===== src/rtl/temperature_led_indicator_unit_assert.svh =====
// assertion macros shared by the temperature led indicator rtl
`ifndef TEMPERATURE_LED_INDICATOR_UNIT_ASSERT_SVH
`define TEMPERATURE_LED_INDICATOR_UNIT_ASSERT_SVH

// antecedent and consequent in the same cycle
`define TLI_ASSERT_SAME(label, clk, rst_n, ante, cons) \
    label: assert property (@(posedge clk) disable iff (!(rst_n)) (ante) |-> (cons)) \
        else $error("temperature led indicator check failed");

// consequent in the cycle after the antecedent
`define TLI_ASSERT_NEXT(label, clk, rst_n, ante, cons) \
    label: assert property (@(posedge clk) disable iff (!(rst_n)) (ante) |=> (cons)) \
        else $error("temperature led indicator check failed");

`endif


===== src/rtl/tli_pkg.sv =====
// types and constants of the temperature led indicator
package tli_pkg;

    typedef struct packed {
        logic [7:0] temperature;
        logic       tick;
    } t_in_word;

    typedef struct packed {
        logic       led_pin2;
        logic       led_pin3;
        logic       led_pin4;
        logic [1:0] room_code;
    } t_out_word;

    // configuration register indexes
    localparam logic [2:0] CFG_SYSTEM_ENABLE  = 3'd0;
    localparam logic [2:0] CFG_LOW_THRESHOLD  = 3'd1;
    localparam logic [2:0] CFG_MID_THRESHOLD  = 3'd2;
    localparam logic [2:0] CFG_HIGH_THRESHOLD = 3'd3;
    localparam logic [2:0] CFG_BREATH_PERIOD  = 3'd4;

    // reset values of the configuration registers
    localparam logic [7:0] LOW_THRESHOLD_RST  = 8'd10;
    localparam logic [7:0] MID_THRESHOLD_RST  = 8'd20;
    localparam logic [7:0] HIGH_THRESHOLD_RST = 8'd30;
    localparam logic [7:0] BREATH_PERIOD_RST  = 8'd22;

    // led level bits: pin 2, pin 3, pin 4
    localparam logic [2:0] LED_PIN2 = 3'b001;
    localparam logic [2:0] LED_PIN3 = 3'b010;
    localparam logic [2:0] LED_PIN4 = 3'b100;
    localparam logic [2:0] LED_OFF  = 3'b000;

    // room state codes
    localparam logic [1:0] ROOM_COOL     = 2'd0;
    localparam logic [1:0] ROOM_WARM     = 2'd1;
    localparam logic [1:0] ROOM_HOT      = 2'd2;
    localparam logic [1:0] ROOM_CRITICAL = 2'd3;

    localparam logic [7:0] TICKS_MAX = 8'd255;

endpackage


===== src/rtl/temperature_led_indicator_unit.sv =====
// temperature led indicator: three-phase led and room-state machine
// Each accepted word (temperature sample plus timer-tick flag) advances the
// idle/evaluate/hold machine once and yields one result word with the three
// led pin levels and the room code. The whole update is one compare-and-add
// pass from the machine registers into the output register, so a word is
// accepted every clock cycle and its result appears in the next cycle; the
// input stalls only while a result waits in the output register and the
// consumer holds off. The user must write thresholds, breathing period and
// enable through the configuration port while the block is idle; not enforced.
module temperature_led_indicator_unit (
    input  logic                  i_clk,
    input  logic                  i_rst_n,
    input  logic                  i_cfg_we,
    input  logic [2:0]            i_cfg_idx,
    input  logic [7:0]            i_cfg_data,
    input  logic                  i_in_valid,
    output logic                  o_in_ready,
    input  tli_pkg::t_in_word     i_in_data,
    output logic                  o_out_valid,
    input  logic                  i_out_ready,
    output tli_pkg::t_out_word    o_out_data
);
    import tli_pkg::*;

    localparam logic [1:0] PH_IDLE = 2'd0;
    localparam logic [1:0] PH_EVAL = 2'd1;
    localparam logic [1:0] PH_HOLD = 2'd2;

    logic       r_sys_en;
    logic [7:0] r_low_thr;
    logic [7:0] r_mid_thr;
    logic [7:0] r_high_thr;
    logic [7:0] r_period;

    logic [1:0] r_phase,   n_phase;
    logic [7:0] r_duty,    n_duty;
    logic       r_down,    n_down;
    logic [7:0] r_elapsed, n_elapsed;
    logic [2:0] r_led,     n_led;
    logic [1:0] r_room,    n_room;

    logic       r_out_valid;
    t_out_word  r_out_data;

    logic       in_acc;
    logic       hot;
    logic [7:0] elapsed_cnt;
    logic [7:0] remain;
    logic [7:0] duty_up;
    logic [7:0] duty_dn;

    assign o_in_ready  = !r_out_valid || i_out_ready;
    assign in_acc      = i_in_valid && o_in_ready;
    assign o_out_valid = r_out_valid;
    assign o_out_data  = r_out_data;

    assign hot     = i_in_data.temperature >= r_high_thr;
    assign remain  = r_period - r_duty;
    assign duty_up = r_duty + 8'd1;
    assign duty_dn = r_duty - 8'd1;

    always_comb begin
        elapsed_cnt = r_elapsed;
        if (i_in_data.tick && r_elapsed != TICKS_MAX) begin
            elapsed_cnt = r_elapsed + 8'd1;
        end

        n_phase   = r_phase;
        n_duty    = r_duty;
        n_down    = r_down;
        n_elapsed = elapsed_cnt;
        n_led     = r_led;
        n_room    = r_room;

        unique case (r_phase)
            PH_EVAL: begin
                if (!hot && elapsed_cnt != 8'd0) begin
                    n_led = LED_OFF;
                    if (i_in_data.temperature < r_low_thr) begin
                        n_led  = LED_PIN3;
                        n_room = ROOM_COOL;
                    end else if (i_in_data.temperature < r_mid_thr) begin
                        n_led  = LED_PIN4;
                        n_room = ROOM_WARM;
                    end else if (i_in_data.temperature < r_high_thr) begin
                        n_led  = LED_PIN2;
                        n_room = ROOM_HOT;
                    end
                    n_phase = PH_IDLE;
                end else if (hot && elapsed_cnt >= r_duty) begin
                    n_led     = LED_PIN2;
                    n_room    = ROOM_CRITICAL;
                    n_elapsed = 8'd0;
                    n_phase   = PH_HOLD;
                    // one step of the breathing ramp per frame
                    if (!r_down) begin
                        n_duty = duty_up;
                        if (duty_up >= r_period) begin
                            n_down = 1'b1;
                        end
                    end else begin
                        n_duty = duty_dn;
                        if (duty_dn == 8'd0) begin
                            n_down = 1'b0;
                        end
                    end
                end
            end
            PH_HOLD: begin
                if (r_duty >= r_period || elapsed_cnt >= remain) begin
                    n_phase = PH_IDLE;
                end
            end
            default: begin
                // idle, and the unused code behaves as idle
                if (!r_sys_en) begin
                    n_led   = LED_OFF;
                    n_phase = PH_IDLE;
                end else begin
                    n_elapsed = 8'd0;
                    if (hot) begin
                        n_led = r_led | LED_PIN2 | LED_PIN4;
                    end
                    n_phase = PH_EVAL;
                end
            end
        endcase
    end

    always_ff @(posedge i_clk) begin
        if (!i_rst_n) begin
            r_sys_en   <= 1'b0;
            r_low_thr  <= LOW_THRESHOLD_RST;
            r_mid_thr  <= MID_THRESHOLD_RST;
            r_high_thr <= HIGH_THRESHOLD_RST;
            r_period   <= BREATH_PERIOD_RST;
        end else if (i_cfg_we) begin
            unique case (i_cfg_idx)
                CFG_SYSTEM_ENABLE:  r_sys_en   <= i_cfg_data[0];
                CFG_LOW_THRESHOLD:  r_low_thr  <= i_cfg_data;
                CFG_MID_THRESHOLD:  r_mid_thr  <= i_cfg_data;
                CFG_HIGH_THRESHOLD: r_high_thr <= i_cfg_data;
                CFG_BREATH_PERIOD:  r_period   <= i_cfg_data;
                default: ;
            endcase
        end
    end

    always_ff @(posedge i_clk) begin
        if (!i_rst_n) begin
            r_phase   <= PH_IDLE;
            r_duty    <= 8'd0;
            r_down    <= 1'b0;
            r_elapsed <= 8'd0;
            r_led     <= LED_OFF;
            r_room    <= ROOM_COOL;
        end else if (in_acc) begin
            r_phase   <= n_phase;
            r_duty    <= n_duty;
            r_down    <= n_down;
            r_elapsed <= n_elapsed;
            r_led     <= n_led;
            r_room    <= n_room;
        end
    end

    always_ff @(posedge i_clk) begin
        if (!i_rst_n) begin
            r_out_valid <= 1'b0;
        end else if (in_acc) begin
            r_out_valid <= 1'b1;
        end else if (i_out_ready) begin
            r_out_valid <= 1'b0;
        end
    end

    always_ff @(posedge i_clk) begin
        if (in_acc) begin
            r_out_data.led_pin2  <= |(n_led & LED_PIN2);
            r_out_data.led_pin3  <= |(n_led & LED_PIN3);
            r_out_data.led_pin4  <= |(n_led & LED_PIN4);
            r_out_data.room_code <= n_room;
        end
    end

`include "temperature_led_indicator_unit_assert.svh"

    `TLI_ASSERT_NEXT(a_word_gives_result, i_clk, i_rst_n, in_acc, r_out_valid)
    `TLI_ASSERT_NEXT(a_disabled_dark, i_clk, i_rst_n, in_acc && r_phase == PH_IDLE && !r_sys_en, r_phase == PH_IDLE && r_led == LED_OFF)
    `TLI_ASSERT_SAME(a_hold_is_critical, i_clk, i_rst_n, r_phase == PH_HOLD, r_room == ROOM_CRITICAL)
    `TLI_ASSERT_NEXT(a_ticks_saturate, i_clk, i_rst_n, in_acc && r_phase == PH_HOLD && r_elapsed == TICKS_MAX, r_elapsed == TICKS_MAX)

endmodule

===== config.mk =====
export PLATFORM = sky130hd
export DESIGN_NAME = temperature_led_indicator_unit
export DESIGN_NICKNAME = d
export VERILOG_FILES = /design/src/rtl/tli_pkg.sv /design/src/rtl/temperature_led_indicator_unit.sv
export VERILOG_INCLUDE_DIRS = /design/src /design/src/rtl
export SDC_FILE = /design/constraint.sdc
export NUM_CORES = 1
export LEC_CHECK = 0
export BUFFER_PORTS_ARGS = -buffer_cell sky130_fd_sc_hd__buf_2
export CORE_ASPECT_RATIO = 1.5
export CORE_MARGIN = 5
export CORE_UTILIZATION = 40
export CTS_BUF_LIST = sky130_fd_sc_hd__clkbuf_4 sky130_fd_sc_hd__clkbuf_8 sky130_fd_sc_hd__clkbuf_16
export DETAILED_ROUTE_END_ITERATION = 12
export GPL_TIMING_DRIVEN = 0
export PLACE_DENSITY = 0.66
export SYNTH_ARGS = -nofsm -noshare
export SYNTH_HDL_FRONTEND = slang
export SYNTH_SLANG_ARGS = --single-unit

===== constraint.sdc =====
create_clock -name i_clk -period 4.14 [get_ports i_clk]
set_input_delay 0.207 -clock i_clk [delete_from_list [all_inputs] [get_ports i_clk]]
set_output_delay 0.207 -clock i_clk [all_outputs]
set_load 0.01 [all_outputs]

==> flow_metrics.py, run 1 <==
metrics = {
    "run_status": {
        "status": "finished clean",
    },
    "yosys": {
        "ys_async_sr_fraction_pct": 0,
        "synth_seq_cells": 63,
        "ys_types": 64,
        "synth_area_leaders": "dfxtp_1 25%, ha_1 16%, nand2_1 7.1%",
        "synth_top_cell_area_share_pct": 25.3,
        "syn-num-nets": 662,
        "yosysWarnings": 0,
        "synth.most_common_cell": "nand2_1",
        "syn_area_per_cell_um2": 7.97,
        "ys.flop_type": "dfxtp_1",
        "synth_cells": 576,
        "synth_commonest_cells": "87 x nand2_1, 60 x ha_1, 58 x dfxtp_1",
        "synth-edff-count": 5,
        "synth_top_cell_by_area": "dfxtp_1",
        "synth.yosys.seq_area_share_pct": 28.6,
        "syn_area_um2": 4590,
    },
    "power": {
        "p_leak_nw": 2.23,
        "vdd_drop_max_v": 0.000212,
        "p_switching_mw": 0.385,
        "sw_frac_of_total_pct": 23.5,
        "power_density_nw_per_um2": 312,
        "share_comb_of_total_power_pct": 10.3,
        "pwr-share-seq_pct": 38.8,
        "p_int_mw": 1.25,
        "pwr-share-clk_pct": 50.9,
    },
    "global_route": {
        "gr-total-overflow": 0,
        "grt_use_total_pct": 17.4,
        "grt_pass1_vias": 4081,
        "antenna_found_initial": 0,
        "grt_pass1_wl_mm": 19.4,
        "grt_max_degree": 12,
    },
    "routing": {
        "vias": 4176,
        "drc": 0,
        "wirelength_mm": 11.8,
        "firstDrtPassIters": 4,
        "wl_per_cell_um": 15.3,
        "drt.antenna.violating_nets": 0,
        "drt-vias-per-instance": 5.42,
        "drt-initial-drc-count": 150,
    },
    "worst_setup_path": {
        "r2r_cells": 15,
        "crit_fanout": 9,
        "critPathSlowestCell": "dfxtp_1",
        "cp-startpoint": "r_duty[0]",
        "startpoint_type": "flop",
        "crit_required_ns": 4.40,
        "critPathMostFrequentCell": "a21oi_1",
        "max_stage_delay_ns": 0.57,
        "cp_cell_sequence": "ha_1, inv_1, fa_1, a21oi_1, nor2_1, a211o_1, a21oi_1, xor2_1, ha_1, a21o_1, a221oi_1, o31ai_1, a21oi_1, or3_1, mux2i_1",
        "rr_endpoint": "r_phase[1]",
        "cp_data_arrival_time_ns": 3.99,
        "reg2reg_slack_ns": 0.41,
        "worstSetupPathType": "flop to flop",
        "endpoint_kind": "flop",
        "r2r-start": "r_duty[0]",
    },
    "floorplanning": {
        "num_rows": 48,
        "start_util_pct": 40.2,
        "ios": 32,
        "die_x_um": 97.5,
        "core_area_um2": 11400,
        "die_area_um2": 13800,
        "die_h_um": 141,
    },
    "hold_path": {
        "min_path_type": "input pin to flop",
        "hp-start": "i_in_valid",
        "holdPathStages": 3,
        "hold_end": "o_out_valid",
    },
    "placed_design": {
        "gp_congestion": 0.869,
        "dp_slack_ns": 0.443,
        "dp_hpwl_mm": 9.32,
        "port_buffers": 30,
    },
    "clock_tree": {
        "cts_buffer_depth": 2,
        "path_clk_slew_ns": 0.06,
        "h-tree-depth": 3,
        "cts_made_buffers": 9,
        "postCtsSetupRepairBufs": 0,
        "cts_tree": "done",
        "clock_latency_ns": 0.33,
        "hold_buffers": 0,
        "cts_resized": 0,
        "root_buffer": "clkbuf_16",
        "clock-sinks": 63,
    },
    "sta": {
        "fmax_mhz": 268,
        "setup_violations": 0,
        "rsz0062_at_grt": "false",
        "worst_pin_slew_ns": 0.650,
        "slew_headroom_pct": 56.5,
        "hold_viol": 0,
        "fin_crit_sh_pct": 90.1,
        "final.min_clock_period_ns": 3.73,
        "drv_slew": 0,
        "fin_skew_ns": 0.00923,
        "setup_ws_ns": 0.409,
        "final.setup.tns_ns": 0,
    },
    "layout": {
        "area_growth_syn_to_layout_pct": 14.5,
        "fin_nets": 703,
        "drive_gt1_share_pct": 11.3,
        "antennaDiodeCount": 0,
        "postLayoutCoreUtil_pct": 46.1,
    },
    "flow_run": {
        "cap_violations": 0,
    },
}
[cell usage in the layout, fill, tap and decap left out, drive strengths merged, types with 4 or more instances in the layout]
cell type	netlist	routed
nand2	87	87
ha	60	60
dfxtp	58	58
inv	51	51
a21oi	47	47
nor2	37	37
buf	7	37
clkbuf	15	27
o21ai	21	21
xnor2	19	19
nand3	18	18
o211ai	15	15
nand4	13	13
o21a	11	11
a21o	11	11
and2	10	10
nor3	8	8
and3	6	6
nand2b	5	5
or2	5	5
nor2b	5	5
a31oi	5	5
edfxtp	5	5
a211oi	4	4
xor2	4	4
mux2i	4	4
a22o	4	4
[worst max-delay path by stage]
stage,end,depth (start not counted)
floorplan,r_phase[0],15
global placement,r_phase[1],15
detailed placement,r_phase[1],15
CTS,r_phase[1],15
global route,r_phase[0],15
finish,r_phase[1],15
[cell families (layout without fill, tap and decap cells)]
family                     after synthesis  in the layout  share of synthesized area, %
DFF                                     63             63                          28.6
AOI/OAI and AO/OA                      144            144                          21.0
muxes                                    7              7                          1.61
and+or+nand+nor                        204            204                          21.2
xor gates and xnor gates                23             23                          4.39
buffers and inverters                   74            119                          6.38
adders and majority gates               61             61                          16.8
[critical path: cells and delay by family (launching register included)]
family / cells / cell delay (ns)
xor gates and xnor gates: 1 / 0.22
AOI/OAI and AO/OA: 7 / 1.46
muxes: 1 / 0.19
buffers and inverters: 1 / 0.06
and+or+nand+nor: 2 / 0.25
DFF: 1 / 0.57
adders and majority gates: 3 / 0.90
[state kept, by name (all words and copies together) (netlist names), 2 cells and up]
signal	count
r_phase	2
r_period	8
o_out_data	5
r_duty	8
r_elapsed	8
r_low_thr	8
r_led	3
r_mid_thr	8
r_room	2
r_high_thr	8
[power groups by stage]
| stage | sequential [mW] | clock, mW | combinational, mW |
|---|---|---|---|
| floorplan | 0.648 | 0 | 0.108 |
| global placement | 0.649 | 0 | 0.163 |
| detailed placement | 0.649 | 0 | 0.168 |
| CTS | 0.636 | 0.847 | 0.169 |
| global route | 0.638 | 0.877 | 0.190 |
| finish | 0.636 | 0.834 | 0.169 |
[stage by stage]
stage	cell area, µm²	hold slack [ns]	total power [mW]	instances
final	5260	0.127	1.64	771
after global routing	5260	0.139	1.70	771
after floorplan	4590	0.336	0.757	576
after global placement	4930	0.445	0.812	756
after detailed placement	4930	0.453	0.818	756
after CTS	5260	0.119	1.65	771
[metal layers]
metal  share of wire (%)  track usage [%]  vias to the layer above
li1                    -                -                     2114
met1                  42             19.3                     1947
met3                 2.7             2.77                       31
met4                 4.3             10.2                        0
met2                  51             31.2                       84
met5                   0                0                        -
[area by class of cell]
class	instances	area [µm²]
Tap cell	150	188
Multi-Input combinational cell	439	2990
Fill cell	1158	6150
Timing Repair Buffer	30	150
Sequential cell	63	1310
Clock inverter	3	67.6
Inverter	52	195
Buffer	22	97.6
Clock buffer	12	260
Note: power is estimated with default switching activity, not from simulation.
==> inputs of run 2 (changes only) <==
CORE_UTILIZATION = 33   (was 40)
HOLD_SLACK_MARGIN = 0.06   (was not set)
PLACE_DENSITY = 0.58   (was 0.66)
==> run 2 against run 1 <==
  * Combinational power about the same
  * Sequential power about the same
  * Clock power decreased by 6.8%
  * Total power decreased by 3.5%
  * Die area grew 19%
  * Maximum frequency rose by 2.9%
  * Clock skew decreased by 0.0011 ns
  * Sequential share of layout area is essentially flat
  * Final cell count increased by 1.7%
  * Largest power group unchanged
  * Highest routed layer unchanged
==> flow_metrics.py, run 2 (same netlist as run 1, synthesis figures left out) <==
metrics = {
    "clock_tree": {
        "clock_latency_ns": 0.33,
        "h-tree-depth": 3,
        "cts_resized": 0,
        "path_clk_slew_ns": 0.06,
        "cts_tree": "done",
        "root_buffer": "clkbuf_16",
        "hold_buffers": 0,
        "clock-sinks": 63,
        "cts_buffer_depth": 2,
        "postCtsSetupRepairBufs": 0,
        "cts_made_buffers": 9,
    },
    "floorplanning": {
        "core_area_um2": 13600,
        "die_area_um2": 16400,
        "die_h_um": 154,
        "ios": 32,
        "num_rows": 52,
        "start_util_pct": 33.8,
        "die_x_um": 106,
    },
    "sta": {
        "rsz0062_at_grt": "false",
        "final.setup.tns_ns": 0,
        "setup_violations": 0,
        "hold_viol": 0,
        "slew_headroom_pct": 52.8,
        "worst_pin_slew_ns": 0.705,
        "final.min_clock_period_ns": 3.63,
        "setup_ws_ns": 0.515,
        "drv_slew": 0,
        "fin_skew_ns": 0.00815,
        "fin_crit_sh_pct": 87.6,
        "fmax_mhz": 276,
    },
    "power": {
        "pwr-share-clk_pct": 49.1,
        "share_comb_of_total_power_pct": 10.7,
        "power_density_nw_per_um2": 301,
        "sw_frac_of_total_pct": 25.6,
        "p_switching_mw": 0.405,
        "vdd_drop_max_v": 0.000177,
        "p_int_mw": 1.18,
        "pwr-share-seq_pct": 40.2,
        "p_leak_nw": 2.22,
    },
    "worst_setup_path": {
        "path_buf_inv": 1,
        "crit_fanout": 9,
        "cp_cell_sequence": "ha_1, inv_1, fa_1, a21oi_1, nor2_1, a211o_1, a21oi_1, xor2_1, ha_1, a21o_1, a221oi_1, o31ai_1, a21oi_1, or3_1, mux2i_1",
        "worstSetupPathType": "flop to flop",
        "crit_required_ns": 4.39,
        "startpoint_type": "flop",
        "max_stage_delay_ns": 0.55,
        "critPathSlowestCell": "dfxtp_1",
        "critPathMostFrequentCell": "a21oi_1",
        "endpoint_kind": "flop",
        "cpLargestDelayFamily": "compound AO/OA/AOI/OAI gates",
        "cp_data_arrival_time_ns": 3.88,
    },
    "routing": {
        "firstDrtPassIters": 4,
        "drt-vias-per-instance": 5.29,
        "drt.antenna.violating_nets": 0,
        "wl_per_cell_um": 15.2,
        "drt-initial-drc-count": 151,
        "wirelength_mm": 11.9,
        "drc": 0,
        "vias": 4147,
    },
    "global_route": {
        "grt_use_total_pct": 14.9,
        "antenna_found_initial": 0,
        "grt_pass1_vias": 4133,
        "grt_pass1_wl_mm": 19.7,
        "gr-total-overflow": 0,
        "grt_max_degree": 13,
    },
    "placed_design": {
        "dp_slack_ns": 0.490,
        "gp_congestion": 0.879,
        "port_buffers": 30,
        "dp_hpwl_mm": 9.34,
    },
    "layout": {
        "postLayoutCoreUtil_pct": 38.6,
        "fillers": 1379,
        "fin_nets": 703,
        "area_growth_syn_to_layout_pct": 14.4,
        "mostFrequentLayoutCells": "87 x nand2_1, 60 x ha_1, 58 x dfxtp_1, 51 x inv_1, 47 x a21oi_1",
        "drive_gt1_share_pct": 11.4,
        "antennaDiodeCount": 0,
        "final_common_cell": "nand2_1",
    },
    "hold_path": {
        "min_path_type": "input pin to flop",
    },
    "run_status": {
        "status": "finished clean",
    },
    "flow_run": {
        "cap_violations": 0,
    },
}
## run 2: cell count changes in the layout (fill, tap and decap cells not counted)
cell	delta
clkinv_2	+1
inv_6	+1
clkbuf_8	-1
bufinv_16	-1
clkbuf_4	-1
clkinv_4	+2
## run 2: stage by stage
stage / cells / hold WS, ns / power (mW) / area [µm²]
5_1_grt: 784 / 0.130 / 1.65 / 5250
3_5_place_dp: 768 / 0.452 / 0.818 / 4940
6_report: 784 / 0.129 / 1.58 / 5250
2_1_floorplan: 576 / 0.336 / 0.757 / 4590
3_3_place_gp: 768 / 0.446 / 0.813 / 4940
4_1_cts: 784 / 0.111 / 1.60 / 5250
## run 2: path summary, 6_finish.rpt
path / start / end / slack [ns] / cells after the start
max: r_duty[0] / r_phase[0] / 0.51 / 15
min: i_in_valid / o_out_valid / 0.13 / 3
max reg2reg: r_duty[0] / r_phase[0] / 0.51 / 15
min reg2reg: r_low_thr[6] / r_low_thr[6] / 0.46 / 2
## run 2: area by class of cell
cell class,instances,area [µm²],share of cell area (%)
Timing Repair Buffer,30,150,2.86
Clock buffer,10,239,4.55
Multi-Input combinational cell,439,2990,56.9
Tap cell,162,203,3.86
Sequential cell,63,1310,25.0
Clock inverter,6,68.8,1.31
Inverter,52,195,3.72
Buffer,22,97.6,1.86
## run 2: per-layer routing
metal | GRT usage, % | up-vias | share of wire, %
li1 | - | 2111 | -
met1 | 16.6 | 1900 | 41
met2 | 26.4 | 100 | 50
met3 | 2.21 | 36 | 3.2
met4 | 9.14 | 0 | 4.9
met5 | 0 | - | 0
## run 2: tightest hold or removal path, delay by kind of cell
| family | cells | cell delay, ns |
|---|---|---|
| AOI/OAI and AO/OA | 1 | 0.05 |
| buffers and inverters | 2 | 0.16 |
## run 2: power by group through the flow
stage | Sequential [mW] | Combinational [mW] | Clock (mW)
after floorplan | 0.648 | 0.108 | 0
after global placement | 0.649 | 0.164 | 0
after detailed placement | 0.649 | 0.169 | 0
after CTS | 0.636 | 0.170 | 0.795
after global routing | 0.637 | 0.192 | 0.818
final | 0.636 | 0.170 | 0.777
